==> config.mk <==
export PLATFORM = sky130hd
export DESIGN_NAME = fin_thruster_command_arbiter_core
export DESIGN_NICKNAME = d
export VERILOG_FILES = /design/src/design/ftca_pkg.sv /design/src/design/fin_thruster_command_arbiter_core.sv
export SDC_FILE = /design/constraint.sdc
export NUM_CORES = 2
export LEC_CHECK = 0
export ABC_AREA = 0
export BUFFER_PORTS_ARGS = -buffer_cell sky130_fd_sc_hd__buf_2
export CAP_MARGIN = 20
export CORE_MARGIN = 2
export CORE_UTILIZATION = 36
export DETAILED_ROUTE_END_ITERATION = 12
export PLACE_DENSITY = 0.54
export REMOVE_ABC_BUFFERS = 1
export SLEW_MARGIN = 20
export SYNTH_ARGS = -nofsm -noshare
export SYNTH_HDL_FRONTEND = slang
export SYNTH_SLANG_ARGS = --single-unit
export TNS_END_PERCENT = 5
==> constraint.sdc <==
create_clock -name clock -period 11.84 [get_ports clock]
set_input_delay 2.368 -clock clock [delete_from_list [all_inputs] [get_ports clock]]
set_output_delay 2.368 -clock clock [all_outputs]
set_load 0.1 [all_outputs]
==> src/design/ftca_pkg.sv <==
package ftca_pkg;

   localparam int TimeWidth   = 48;
   localparam int RegWidth    = 24;
   localparam int LimWidth    = 13;
   localparam int GainWidth   = 16;
   localparam int AngleWidth  = 16;
   localparam int FinWidth    = 14;
   localparam int VelWidth    = 25;
   localparam int MulWidth    = 22;
   localparam int ProdWidth   = 2 * MulWidth;
   localparam int CsrIdxWidth = 2;

   // control modes
   localparam logic [1:0] MODE_MISSION = 2'd0;
   localparam logic [1:0] MODE_REMOTE  = 2'd1;
   localparam logic [1:0] MODE_DEAD    = 2'd2;

   // command sources
   localparam logic [1:0] SRC_AUTO    = 2'd0;
   localparam logic [1:0] SRC_REMOTE  = 2'd1;
   localparam logic [1:0] SRC_RELEASE = 2'd2;

   localparam logic OP_COMMAND = 1'b0;
   localparam logic OP_TICK    = 1'b1;

   // register indexes
   localparam logic [CsrIdxWidth-1:0] REG_REMOTE_TIMEOUT = 2'd0;
   localparam logic [CsrIdxWidth-1:0] REG_COMMAND_PERIOD = 2'd1;
   localparam logic [CsrIdxWidth-1:0] REG_MAX_FIN_ANGLE  = 2'd2;
   localparam logic [CsrIdxWidth-1:0] REG_TOP_FIN_GAIN   = 2'd3;

   localparam logic [RegWidth-1:0]  RESET_REMOTE_TIMEOUT = 24'd2000000;
   localparam logic [RegWidth-1:0]  RESET_COMMAND_PERIOD = 24'd100000;
   localparam logic [LimWidth-1:0]  RESET_MAX_FIN_ANGLE  = 13'd2859;
   localparam logic signed [GainWidth-1:0] RESET_TOP_FIN_GAIN = -16'sd4915;

   // servo: (angle * 41723 + 2^27) >> 20
   localparam logic signed [MulWidth-1:0] SERVO_MUL    = 22'sd41723;
   localparam logic signed [31:0]         SERVO_OFFSET = 32'sd134217728;
   // velocity: |thrust| * 32212 / 15360, done as (x >> 10) / 15
   localparam logic signed [MulWidth-1:0] VEL_MUL      = 22'sd32212;
   // ceil(2^24 / 15), exact for any 20-bit dividend
   localparam logic signed [MulWidth-1:0] DIV15_RECIP  = 22'sd1118482;

endpackage

==> src/design/fin_thruster_command_arbiter_core.sv <==
// channel   direction  handshake              payload
// req       in         req_valid / req_stall  op, source, times, four angles, thrust
// rsp       out        rsp_valid / rsp_stall  four servo bytes, motor_velocity, failsafe
// csr       in         csr_valid / csr_ready  csr_index, csr_data
//
// A new item is taken only once the sequencer is back in idle; a failsafe word runs the kill
// step first, and an item that gives no word goes back to idle early. The sequencer walks one
// shared 22x22 multiplier and one 48-bit subtract/compare unit through the steps. Reset is
// synchronous and restores the register defaults and the remote mode with both stored
// times at zero. A finished word sits in the output register; if it is still stalled
// when the next one is ready, the sequencer holds in its last step and req_stall stays high.
module fin_thruster_command_arbiter_core (
   input  logic                                   clock,
   input  logic                                   reset,
   input  logic                                   req_valid,
   output logic                                   req_stall,
   input  logic                                   req_op,
   input  logic [1:0]                             req_source,
   input  logic [ftca_pkg::TimeWidth-1:0]         req_message_time,
   input  logic [ftca_pkg::TimeWidth-1:0]         req_now_time,
   input  logic signed [ftca_pkg::AngleWidth-1:0] req_top_angle,
   input  logic signed [ftca_pkg::AngleWidth-1:0] req_bottom_angle,
   input  logic signed [ftca_pkg::AngleWidth-1:0] req_port_angle,
   input  logic signed [ftca_pkg::AngleWidth-1:0] req_starboard_angle,
   input  logic signed [ftca_pkg::AngleWidth-1:0] req_thrust,
   output logic                                   rsp_valid,
   input  logic                                   rsp_stall,
   output logic [7:0]                             rsp_top_byte,
   output logic [7:0]                             rsp_bottom_byte,
   output logic [7:0]                             rsp_port_byte,
   output logic [7:0]                             rsp_starboard_byte,
   output logic signed [ftca_pkg::VelWidth-1:0]   rsp_motor_velocity,
   output logic                                   rsp_failsafe,
   input  logic                                   csr_valid,
   output logic                                   csr_ready,
   input  logic [ftca_pkg::CsrIdxWidth-1:0]       csr_index,
   input  logic [ftca_pkg::RegWidth-1:0]          csr_data
);
   import ftca_pkg::*;

   localparam logic [3:0] S_IDLE      = 4'd0;
   localparam logic [3:0] S_DECIDE    = 4'd1;
   localparam logic [3:0] S_KILL      = 4'd2;
   localparam logic [3:0] S_RATE      = 4'd3;
   localparam logic [3:0] S_MUL_TOP   = 4'd4;
   localparam logic [3:0] S_CLAMP     = 4'd5;
   localparam logic [3:0] S_SERVO_MUL = 4'd6;
   localparam logic [3:0] S_SERVO_GET = 4'd7;
   localparam logic [3:0] S_VEL_MAG   = 4'd8;
   localparam logic [3:0] S_VEL_DIV   = 4'd9;
   localparam logic [3:0] S_VEL_OUT   = 4'd10;

   function automatic logic signed [FinWidth-1:0] clamp_fin(
      input logic signed [AngleWidth-1:0] a,
      input logic [LimWidth-1:0]          lim
   );
      logic signed [AngleWidth:0] a_x;
      logic signed [AngleWidth:0] l_x;
      logic signed [AngleWidth:0] nl_x;
      a_x  = {a[AngleWidth-1], a};
      l_x  = {{(AngleWidth+1-LimWidth){1'b0}}, lim};
      nl_x = -l_x;
      if (a_x >= l_x) begin
         return l_x[FinWidth-1:0];
      end else if (a_x <= nl_x) begin
         return nl_x[FinWidth-1:0];
      end else begin
         return a_x[FinWidth-1:0];
      end
   endfunction

   // control state
   logic [3:0]                  state_ff, state_in;
   logic [1:0]                  mode_ff, mode_in;
   logic [1:0]                  idx_ff, idx_in;
   logic                        rsp_valid_ff, rsp_valid_in;
   logic [TimeWidth-1:0]        remote_time_ff, remote_time_in;
   logic [TimeWidth-1:0]        last_send_ff, last_send_in;
   logic [RegWidth-1:0]         timeout_ff, period_ff;
   logic [LimWidth-1:0]         lim_ff;
   logic signed [GainWidth-1:0] gain_ff;

   // item payload
   logic                         op_ff;
   logic [1:0]                   src_ff;
   logic [TimeWidth-1:0]         mtime_ff, now_ff;
   logic signed [AngleWidth-1:0] top_ff, bot_ff, port_ff, stbd_ff, thrust_ff;
   logic signed [AngleWidth-1:0] top_in, bot_in, port_in, stbd_in, thrust_in;
   logic                         fs_ff, fs_in;
   logic signed [FinWidth-1:0]   fin_ff [4];
   logic [7:0]                   byte_ff [4];
   logic signed [ProdWidth-1:0]  prod_ff;

   // output register
   logic [7:0]                   out_byte_ff [4];
   logic signed [VelWidth-1:0]   out_vel_ff;
   logic                         out_fs_ff;

   // shared units
   logic signed [MulWidth-1:0]   mul_a, mul_b;
   logic signed [ProdWidth-1:0]  prod_in;
   logic [TimeWidth-1:0]         sub_x, sub_y, sub_d;
   logic [RegWidth-1:0]          cmp_thr;
   logic                         over;

   logic                         req_take, rsp_take, out_load, is_top;
   logic signed [31:0]           p, lim_q, nlim_q, p_rnd, servo_sum;
   logic signed [FinWidth-1:0]   top_fin, lim_s;
   logic [AngleWidth:0]          thrust_mag;
   logic [16:0]                  quot;
   logic signed [VelWidth-1:0]   vel;

   assign req_stall = (state_ff != S_IDLE);
   assign req_take  = req_valid && !req_stall;
   assign rsp_take  = rsp_valid_ff && !rsp_stall;
   assign csr_ready = 1'b1;
   assign out_load  = (state_ff == S_VEL_OUT) && (!rsp_valid_ff || !rsp_stall);

   // one 48-bit subtractor; signed difference strictly above the threshold
   always_comb begin
      sub_x   = now_ff;
      sub_y   = last_send_ff;
      cmp_thr = period_ff;
      unique case (state_ff)
         S_DECIDE: begin
            sub_y   = remote_time_ff;
            cmp_thr = timeout_ff;
         end
         S_KILL: begin
            sub_x = last_send_ff;
            sub_y = {{(TimeWidth-RegWidth){1'b0}}, period_ff};
         end
         default: ;
      endcase
      sub_d = sub_x - sub_y;
      over  = !sub_d[TimeWidth-1] &&
              (sub_d[TimeWidth-2:0] > {{(TimeWidth-1-RegWidth){1'b0}}, cmp_thr});
   end

   // one shared multiplier, product registered
   assign thrust_mag = thrust_ff[AngleWidth-1] ? -{thrust_ff[AngleWidth-1], thrust_ff}
                                               : {thrust_ff[AngleWidth-1], thrust_ff};
   always_comb begin
      mul_a = '0;
      mul_b = '0;
      unique case (state_ff)
         S_MUL_TOP: begin
            mul_a = MulWidth'(top_ff);
            mul_b = MulWidth'(gain_ff);
         end
         S_SERVO_MUL: begin
            mul_a = MulWidth'(fin_ff[idx_ff]);
            mul_b = SERVO_MUL;
         end
         S_VEL_MAG: begin
            mul_a = {{(MulWidth-AngleWidth-1){1'b0}}, thrust_mag};
            mul_b = VEL_MUL;
         end
         S_VEL_DIV: begin
            mul_a = {2'b00, prod_ff[29:10]};
            mul_b = DIV15_RECIP;
         end
         default: ;
      endcase
      prod_in = mul_a * mul_b;
   end

   // top fin: clamp the product, else round half up out of Q20.12
   always_comb begin
      p      = prod_ff[31:0];
      lim_q  = {7'd0, lim_ff, 12'd0};
      nlim_q = -lim_q;
      p_rnd  = p + 32'sd2048;
      lim_s  = {1'b0, lim_ff};
      if (p >= lim_q) begin
         top_fin = lim_s;
      end else if (p <= nlim_q) begin
         top_fin = -lim_s;
      end else begin
         top_fin = p_rnd[25:12];
      end
   end

   assign servo_sum = prod_ff[31:0] + SERVO_OFFSET;
   assign is_top    = (idx_ff == 2'd0);
   assign quot      = prod_ff[40:24];
   assign vel       = (!thrust_ff[AngleWidth-1] && (thrust_ff != '0))
                      ? -$signed({8'd0, quot}) : $signed({8'd0, quot});

   always_comb begin
      state_in       = state_ff;
      mode_in        = mode_ff;
      idx_in         = idx_ff;
      remote_time_in = remote_time_ff;
      last_send_in   = last_send_ff;
      fs_in          = fs_ff;
      top_in         = top_ff;
      bot_in         = bot_ff;
      port_in        = port_ff;
      stbd_in        = stbd_ff;
      thrust_in      = thrust_ff;
      rsp_valid_in   = rsp_valid_ff && !rsp_take;
      if (req_take) begin
         top_in    = req_top_angle;
         bot_in    = req_bottom_angle;
         port_in   = req_port_angle;
         stbd_in   = req_starboard_angle;
         thrust_in = req_thrust;
      end
      unique case (state_ff)
         S_IDLE: begin
            if (req_take) begin
               state_in = S_DECIDE;
            end
         end
         S_DECIDE: begin
            if (op_ff == OP_TICK) begin
               state_in = S_IDLE;
               if (mode_ff == MODE_REMOTE && over) begin
                  // failsafe: zero command through the same datapath
                  mode_in   = MODE_DEAD;
                  fs_in     = 1'b1;
                  top_in    = '0;
                  bot_in    = '0;
                  port_in   = '0;
                  stbd_in   = '0;
                  thrust_in = '0;
                  state_in  = S_KILL;
               end
            end else begin
               fs_in    = 1'b0;
               state_in = S_RATE;
               if (src_ff == SRC_REMOTE) begin
                  remote_time_in = mtime_ff;
                  mode_in        = MODE_REMOTE;
               end
               if (src_ff == SRC_RELEASE) begin
                  mode_in = MODE_MISSION;
               end
               if (src_ff == SRC_AUTO && mode_ff != MODE_MISSION) begin
                  state_in = S_IDLE;
               end
            end
         end
         S_KILL: begin
            last_send_in = sub_d;
            state_in     = S_RATE;
         end
         S_RATE: begin
            if (over) begin
               last_send_in = now_ff;
               state_in     = S_MUL_TOP;
            end else begin
               state_in = S_IDLE;
            end
         end
         S_MUL_TOP: begin
            state_in = S_CLAMP;
         end
         S_CLAMP: begin
            idx_in   = 2'd0;
            state_in = S_SERVO_MUL;
         end
         S_SERVO_MUL: begin
            state_in = S_SERVO_GET;
         end
         S_SERVO_GET: begin
            idx_in   = idx_ff + 2'd1;
            state_in = (idx_ff == 2'd3) ? S_VEL_MAG : S_SERVO_MUL;
         end
         S_VEL_MAG: begin
            state_in = S_VEL_DIV;
         end
         S_VEL_DIV: begin
            state_in = S_VEL_OUT;
         end
         S_VEL_OUT: begin
            if (out_load) begin
               rsp_valid_in = 1'b1;
               state_in     = S_IDLE;
            end
         end
         default: begin
            state_in = S_IDLE;
         end
      endcase
   end

   always_ff @(posedge clock) begin
      if (reset) begin
         state_ff       <= S_IDLE;
         mode_ff        <= MODE_REMOTE;
         idx_ff         <= '0;
         rsp_valid_ff   <= 1'b0;
         remote_time_ff <= '0;
         last_send_ff   <= '0;
         timeout_ff     <= RESET_REMOTE_TIMEOUT;
         period_ff      <= RESET_COMMAND_PERIOD;
         lim_ff         <= RESET_MAX_FIN_ANGLE;
         gain_ff        <= RESET_TOP_FIN_GAIN;
      end else begin
         state_ff       <= state_in;
         mode_ff        <= mode_in;
         idx_ff         <= idx_in;
         rsp_valid_ff   <= rsp_valid_in;
         remote_time_ff <= remote_time_in;
         last_send_ff   <= last_send_in;
         if (csr_valid && csr_ready) begin
            unique case (csr_index)
               REG_REMOTE_TIMEOUT: timeout_ff <= csr_data;
               REG_COMMAND_PERIOD: period_ff  <= csr_data;
               REG_MAX_FIN_ANGLE:  lim_ff     <= csr_data[LimWidth-1:0];
               REG_TOP_FIN_GAIN:   gain_ff    <= csr_data[GainWidth-1:0];
               default: ;
            endcase
         end
      end
   end

   always_ff @(posedge clock) begin
      // quotient stays put while the last step waits on the output register
      if (state_ff != S_VEL_OUT) begin
         prod_ff <= prod_in;
      end
      fs_ff     <= fs_in;
      top_ff    <= top_in;
      bot_ff    <= bot_in;
      port_ff   <= port_in;
      stbd_ff   <= stbd_in;
      thrust_ff <= thrust_in;
      if (req_take) begin
         op_ff    <= req_op;
         src_ff   <= req_source;
         mtime_ff <= req_message_time;
         now_ff   <= req_now_time;
      end
      if (state_ff == S_CLAMP) begin
         fin_ff[0] <= top_fin;
         fin_ff[1] <= clamp_fin(bot_ff, lim_ff);
         fin_ff[2] <= clamp_fin(port_ff, lim_ff);
         fin_ff[3] <= clamp_fin(stbd_ff, lim_ff);
      end
      if (state_ff == S_SERVO_GET) begin
         // top servo byte goes out negated
         byte_ff[idx_ff] <= is_top ? 8'(-servo_sum[27:20]) : servo_sum[27:20];
      end
      if (out_load) begin
         out_byte_ff[0] <= byte_ff[0];
         out_byte_ff[1] <= byte_ff[1];
         out_byte_ff[2] <= byte_ff[2];
         out_byte_ff[3] <= byte_ff[3];
         out_vel_ff     <= vel;
         out_fs_ff      <= fs_ff;
      end
   end

   assign rsp_valid          = rsp_valid_ff;
   assign rsp_top_byte       = out_byte_ff[0];
   assign rsp_bottom_byte    = out_byte_ff[1];
   assign rsp_port_byte      = out_byte_ff[2];
   assign rsp_starboard_byte = out_byte_ff[3];
   assign rsp_motor_velocity = out_vel_ff;
   assign rsp_failsafe       = out_fs_ff;

endmodule

==> results_tabular.tex <==
\begin{tabular}{lr}
\hline
Metric & Value \\
\hline
\multicolumn{2}{l}{\textbf{Clocking}} \\
\quad Clock slew at the register clock pins of the worst setup and hold paths & 0.06 ns \\
\quad Clk root buf & clkbuf\_16 \\
\quad Number of hold buffers added after cts & 0 \\
\quad TritonCTS clock tree & yes \\
\quad Max Buffers Root-to-Sink & 3 \\
\quad H-tree lvl count & 3 \\
\quad Post-CTS setup repair buffer count & 0 \\
\quad Clk Latency, worst-skew pair & about 0.7 ns \\
\quad Sink Count & around 550 \\
\quad Clock buffer count from CTS & just under 70 \\
\quad Post-CTS resize count & 0 \\
\multicolumn{2}{l}{\textbf{Timing}} \\
\quad Worst Skew & between 0.05 and 0.06 ns \\
\quad Final count of hold timing violations & 0 \\
\quad Worst hold slack after final layout & around 0.42 ns \\
\quad Post-route fraction of the period consumed by the critical path & 0.868 \\
\quad Setup slack after layout & 1.56 ns \\
\quad Total Negative Setup Slacks & 0 ns \\
\quad F\_max & 0.0973 GHz \\
\quad Max-slew violations & 0 \\
\quad Total setup violations reported at the end of the flow & 0 \\
\quad RSZ-0062 raised after global routing & false \\
\quad Relative max-transition margin & 0.283 \\
\quad Clock period minus worst slack & 10.28 ns \\
\quad Tightest Pin Transition & about 1.1 ns \\
\multicolumn{2}{l}{\textbf{Worst hold path}} \\
\quad Classification of the worst-slack hold path & reg -> reg \\
\quad Cells on Worst Hold Path & 0 \\
\quad Min-delay src & byte\_ff[0][6] \\
\quad Endpoint of the worst hold path & out\_byte\_ff[0][6] \\
\multicolumn{2}{l}{\textbf{Status}} \\
\quad Status & finished, final reports clean \\
\multicolumn{2}{l}{\textbf{Global route}} \\
\quad Vias in the first global route & 36683 \\
\quad GR Util All Layers & 0.231 \\
\quad Number of antenna violations at the first check in global routing & 10 \\
\quad First-pass GRT wire length & approximately 230000 um \\
\quad Total gr overflow & 0 \\
\quad Pin count of the biggest net entering global routing & between 70 and 80 \\
\multicolumn{2}{l}{\textbf{Placement}} \\
\quad GP Congestion & between 0.9 and 1 \\
\quad Total cell area at the placement stage & 49800 um\^{}2 \\
\quad Worst slack after detailed placement & between 1.5 and 2 ns \\
\quad Total half-perimeter wirelength after legalization and detailed placement & $\sim$120000 um \\
\quad Count of buffers from port buffering & between 200 and 300 \\
\quad Placed Instances & around 6700 \\
\multicolumn{2}{l}{\textbf{Floorplanning}} \\
\quad DIE WIDTH & $\sim$360 um \\
\quad Std cell rows & between 100 and 150 \\
\quad Core region area & between 100000 and 150000 um\^{}2 \\
\quad Floorplan die area & around 130000 um\^{}2 \\
\quad Effective utilization at floorplan & 0.364 \\
\quad Die extent in y & between 300 and 400 um \\
\quad IO Pins & 271 \\
\multicolumn{2}{l}{\textbf{Power and ir drop}} \\
\quad Cell Pwr Density & 175 nW/um\^{}2 \\
\quad Static leakage & roughly 24 nW \\
\quad Sum of internal, switching and leakage power & slightly above 9 mW \\
\quad Highest ir drop seen on vdd & around 90 uV \\
\multicolumn{2}{l}{\textbf{Synth}} \\
\quad Biggest area contributors in the synthesized netlist & fa\_1 (20\%), edfxtp\_1 (19\%), dfxtp\_1 (11\%) \\
\quad Register area share after synthesis & 0.299 \\
\quad Per-instance average area after synthesis & between 9 and 10 um\^{}2 \\
\quad Cell type with the highest aggregate area in the netlist & fa\_1 \\
\quad Flops \& latches, synth & around 550 \\
\quad Number of instances in the synthesized netlist & 4902 \\
\quad Number of distinct library cell variants in the gate-level netlist after synthesis & 104 \\
\quad Number of flops mapped to enable cells by yosys & 287 \\
\quad Syn. warnings & 0 \\
\quad Most used flip-flop cell after synthesis & edfxtp\_1 \\
\quad Proportion of register bits with asynchronous set or reset after synthesis & 0 \\
\quad Area of the mapped netlist & 46600 um\^{}2 \\
\quad Share of the synthesized area in the top cell type & 0.197 \\
\multicolumn{2}{l}{\textbf{Routing}} \\
\quad Mean routed wirelength per cell & between 20 and 25 um \\
\quad Antenna violation net count after detailed routing & 0 \\
\quad Total number of vias & approximately 36000 \\
\quad Drt first-iter violations & 3095 \\
\quad Via density per instance & 5.29 \\
\quad Total iterations of the first detailed-routing run & 8 \\
\quad Number of remaining DRC errors & 0 \\
\quad Routed WL & roughly 150000 um \\
\multicolumn{2}{l}{\textbf{Finish}} \\
\quad Final design instance area without fill & 52000 um\^{}2 \\
\quad Antenna Cells & 0 \\
\quad Most frequent cells in the layout & nand2\_1 (795), inv\_1 (638), fa\_1 (459) \\
\quad Post-route core utilization & 0.406 \\
\quad Most common cell after layout, fill and taps aside & nand2\_1 \\
\quad Share of final-layout standard cells stronger than drive strength 1 & 0.121 \\
\quad Synth-to-layout area growth & 11.7\% \\
\quad Post-route non-filler standard cell count & around 6900 \\
\quad Layout net count & between 6000 and 7000 \\
\multicolumn{2}{l}{\textbf{Critical path}} \\
\quad Critical path required time & 12.26 ns \\
\quad Crit path launch & state\_ff[0] \\
\quad Max stage delay cell, worst path & inv\_1 \\
\quad Worst stage delay on the critical path & 0.67 ns \\
\quad Minimum setup slack among reg-to-reg paths & 1.56 ns \\
\quad Critical Path Start Type & flop \\
\quad Worst reg-to-reg path cell count & 27 \\
\quad Origin of the critical flop-to-flop path & state\_ff[0] \\
\quad Crit path capture type & flop \\
\quad Most numerous cell on the critical path & fa\_1 \\
\quad R2r endpoint & prod\_ff[39] \\
\quad Arrival time of the worst setup path & 10.70 ns \\
\quad Critical setup path kind & reg -> reg \\
\quad Maximum fanout along the worst path & 27 \\
\multicolumn{2}{l}{\textbf{Run}} \\
\quad Max-Cap Viols & 0 \\
\hline
\end{tabular}
area by class of cell:
| cell class | instances | area (um^2) |
|---|---|---|
| Tap cell | 1729 | 2160 |
| Clock inverter | 26 | 201 |
| Inverter | 643 | 2420 |
| Clock buffer | 98 | 2050 |
| Multi-Input combinational cell | 3471 | 29400 |
| Timing Repair Buffer | 340 | 1900 |
| Fill cell | 12581 | 76000 |
| Sequential cell | 551 | 13900 |
critical path, delay by kind of cell (launching register included):
family / cells / cell delay (ns)
AO/OA/AOI/OAI: 3 / 0.83
XOR/XNOR: 1 / 0.09
adder cells (fa/ha/maj): 8 / 4.09
buffers and inverters: 4 / 1.04
flip-flops: 1 / 0.44
AND/OR/NAND/NOR: 11 / 3.48
sequential cells by signal, summed over array words and instances, names as in the netlist, 4 cells and up, named ones only:
register,cells
lim_ff,13
now_ff,48
fin_ff,56
last_send_ff,48
period_ff,24
rsp_motor_velocity,25
remote_time_ff,48
top_ff,16
timeout_ff,24
port_ff,16
stbd_ff,16
bot_ff,16
byte_ff,32
state_ff,4
mtime_ff,48
gain_ff,16
out_byte_ff,32
thrust_ff,16
prod_ff,41
synth_stat cells, types with 20 or more instances:
library cell / number
and2_1: 29
nor2_1: 308
nand3_1: 80
edfxtp_1: 287
a21o_1: 72
clkbuf_1: 200
fa_1: 459
o21ai_0: 105
o211ai_1: 25
and3_1: 24
nand4_1: 46
xnor2_1: 109
nor3_2: 40
o21a_1: 41
ha_1: 335
nor3_1: 50
nand2_1: 795
a22oi_1: 57
nand2b_1: 22
inv_1: 639
or3_1: 22
dfxtp_1: 264
mux2i_1: 172
a21oi_1: 277
nor2b_1: 20
xor2_1: 42
a22o_1: 25
a211oi_2: 38
worst max-delay path by stage:
stage,to,cells past startpoint
finish,prod_ff[39],27
global route,prod_ff[39],29
CTS,prod_ff[39],27
detailed placement,prod_ff[39],27
global placement,prod_ff[39],27
floorplan,mode_ff[0],25
logic make-up after synthesis:
kind of cell / Yosys count / share of synthesized area
AO/OA/AOI/OAI: 834 / 0.122
XOR/XNOR: 153 / 0.0291
adder cells (fa/ha/maj): 794 / 0.287
buffers and inverters: 880 / 0.0738
flip-flops: 551 / 0.299
multiplexers: 196 / 0.0462
other: 1 / 0.0000805
AND/OR/NAND/NOR: 1493 / 0.143
power by group:
part           internal [mW]  switching, mW  leakage [nW]
combinational           1.59           2.60          17.8
clock                   1.23          0.889          1.11
sequential              2.41          0.410          4.94
per-layer routing:
layer	share of wire	GRT usage
met1	0.44	0.321
met2	0.45	0.364
met3	0.075	0.0431
met4	0.028	0.0703
met5	0.00035	0
No activity file was read; power rests on OpenSTA's default activity.
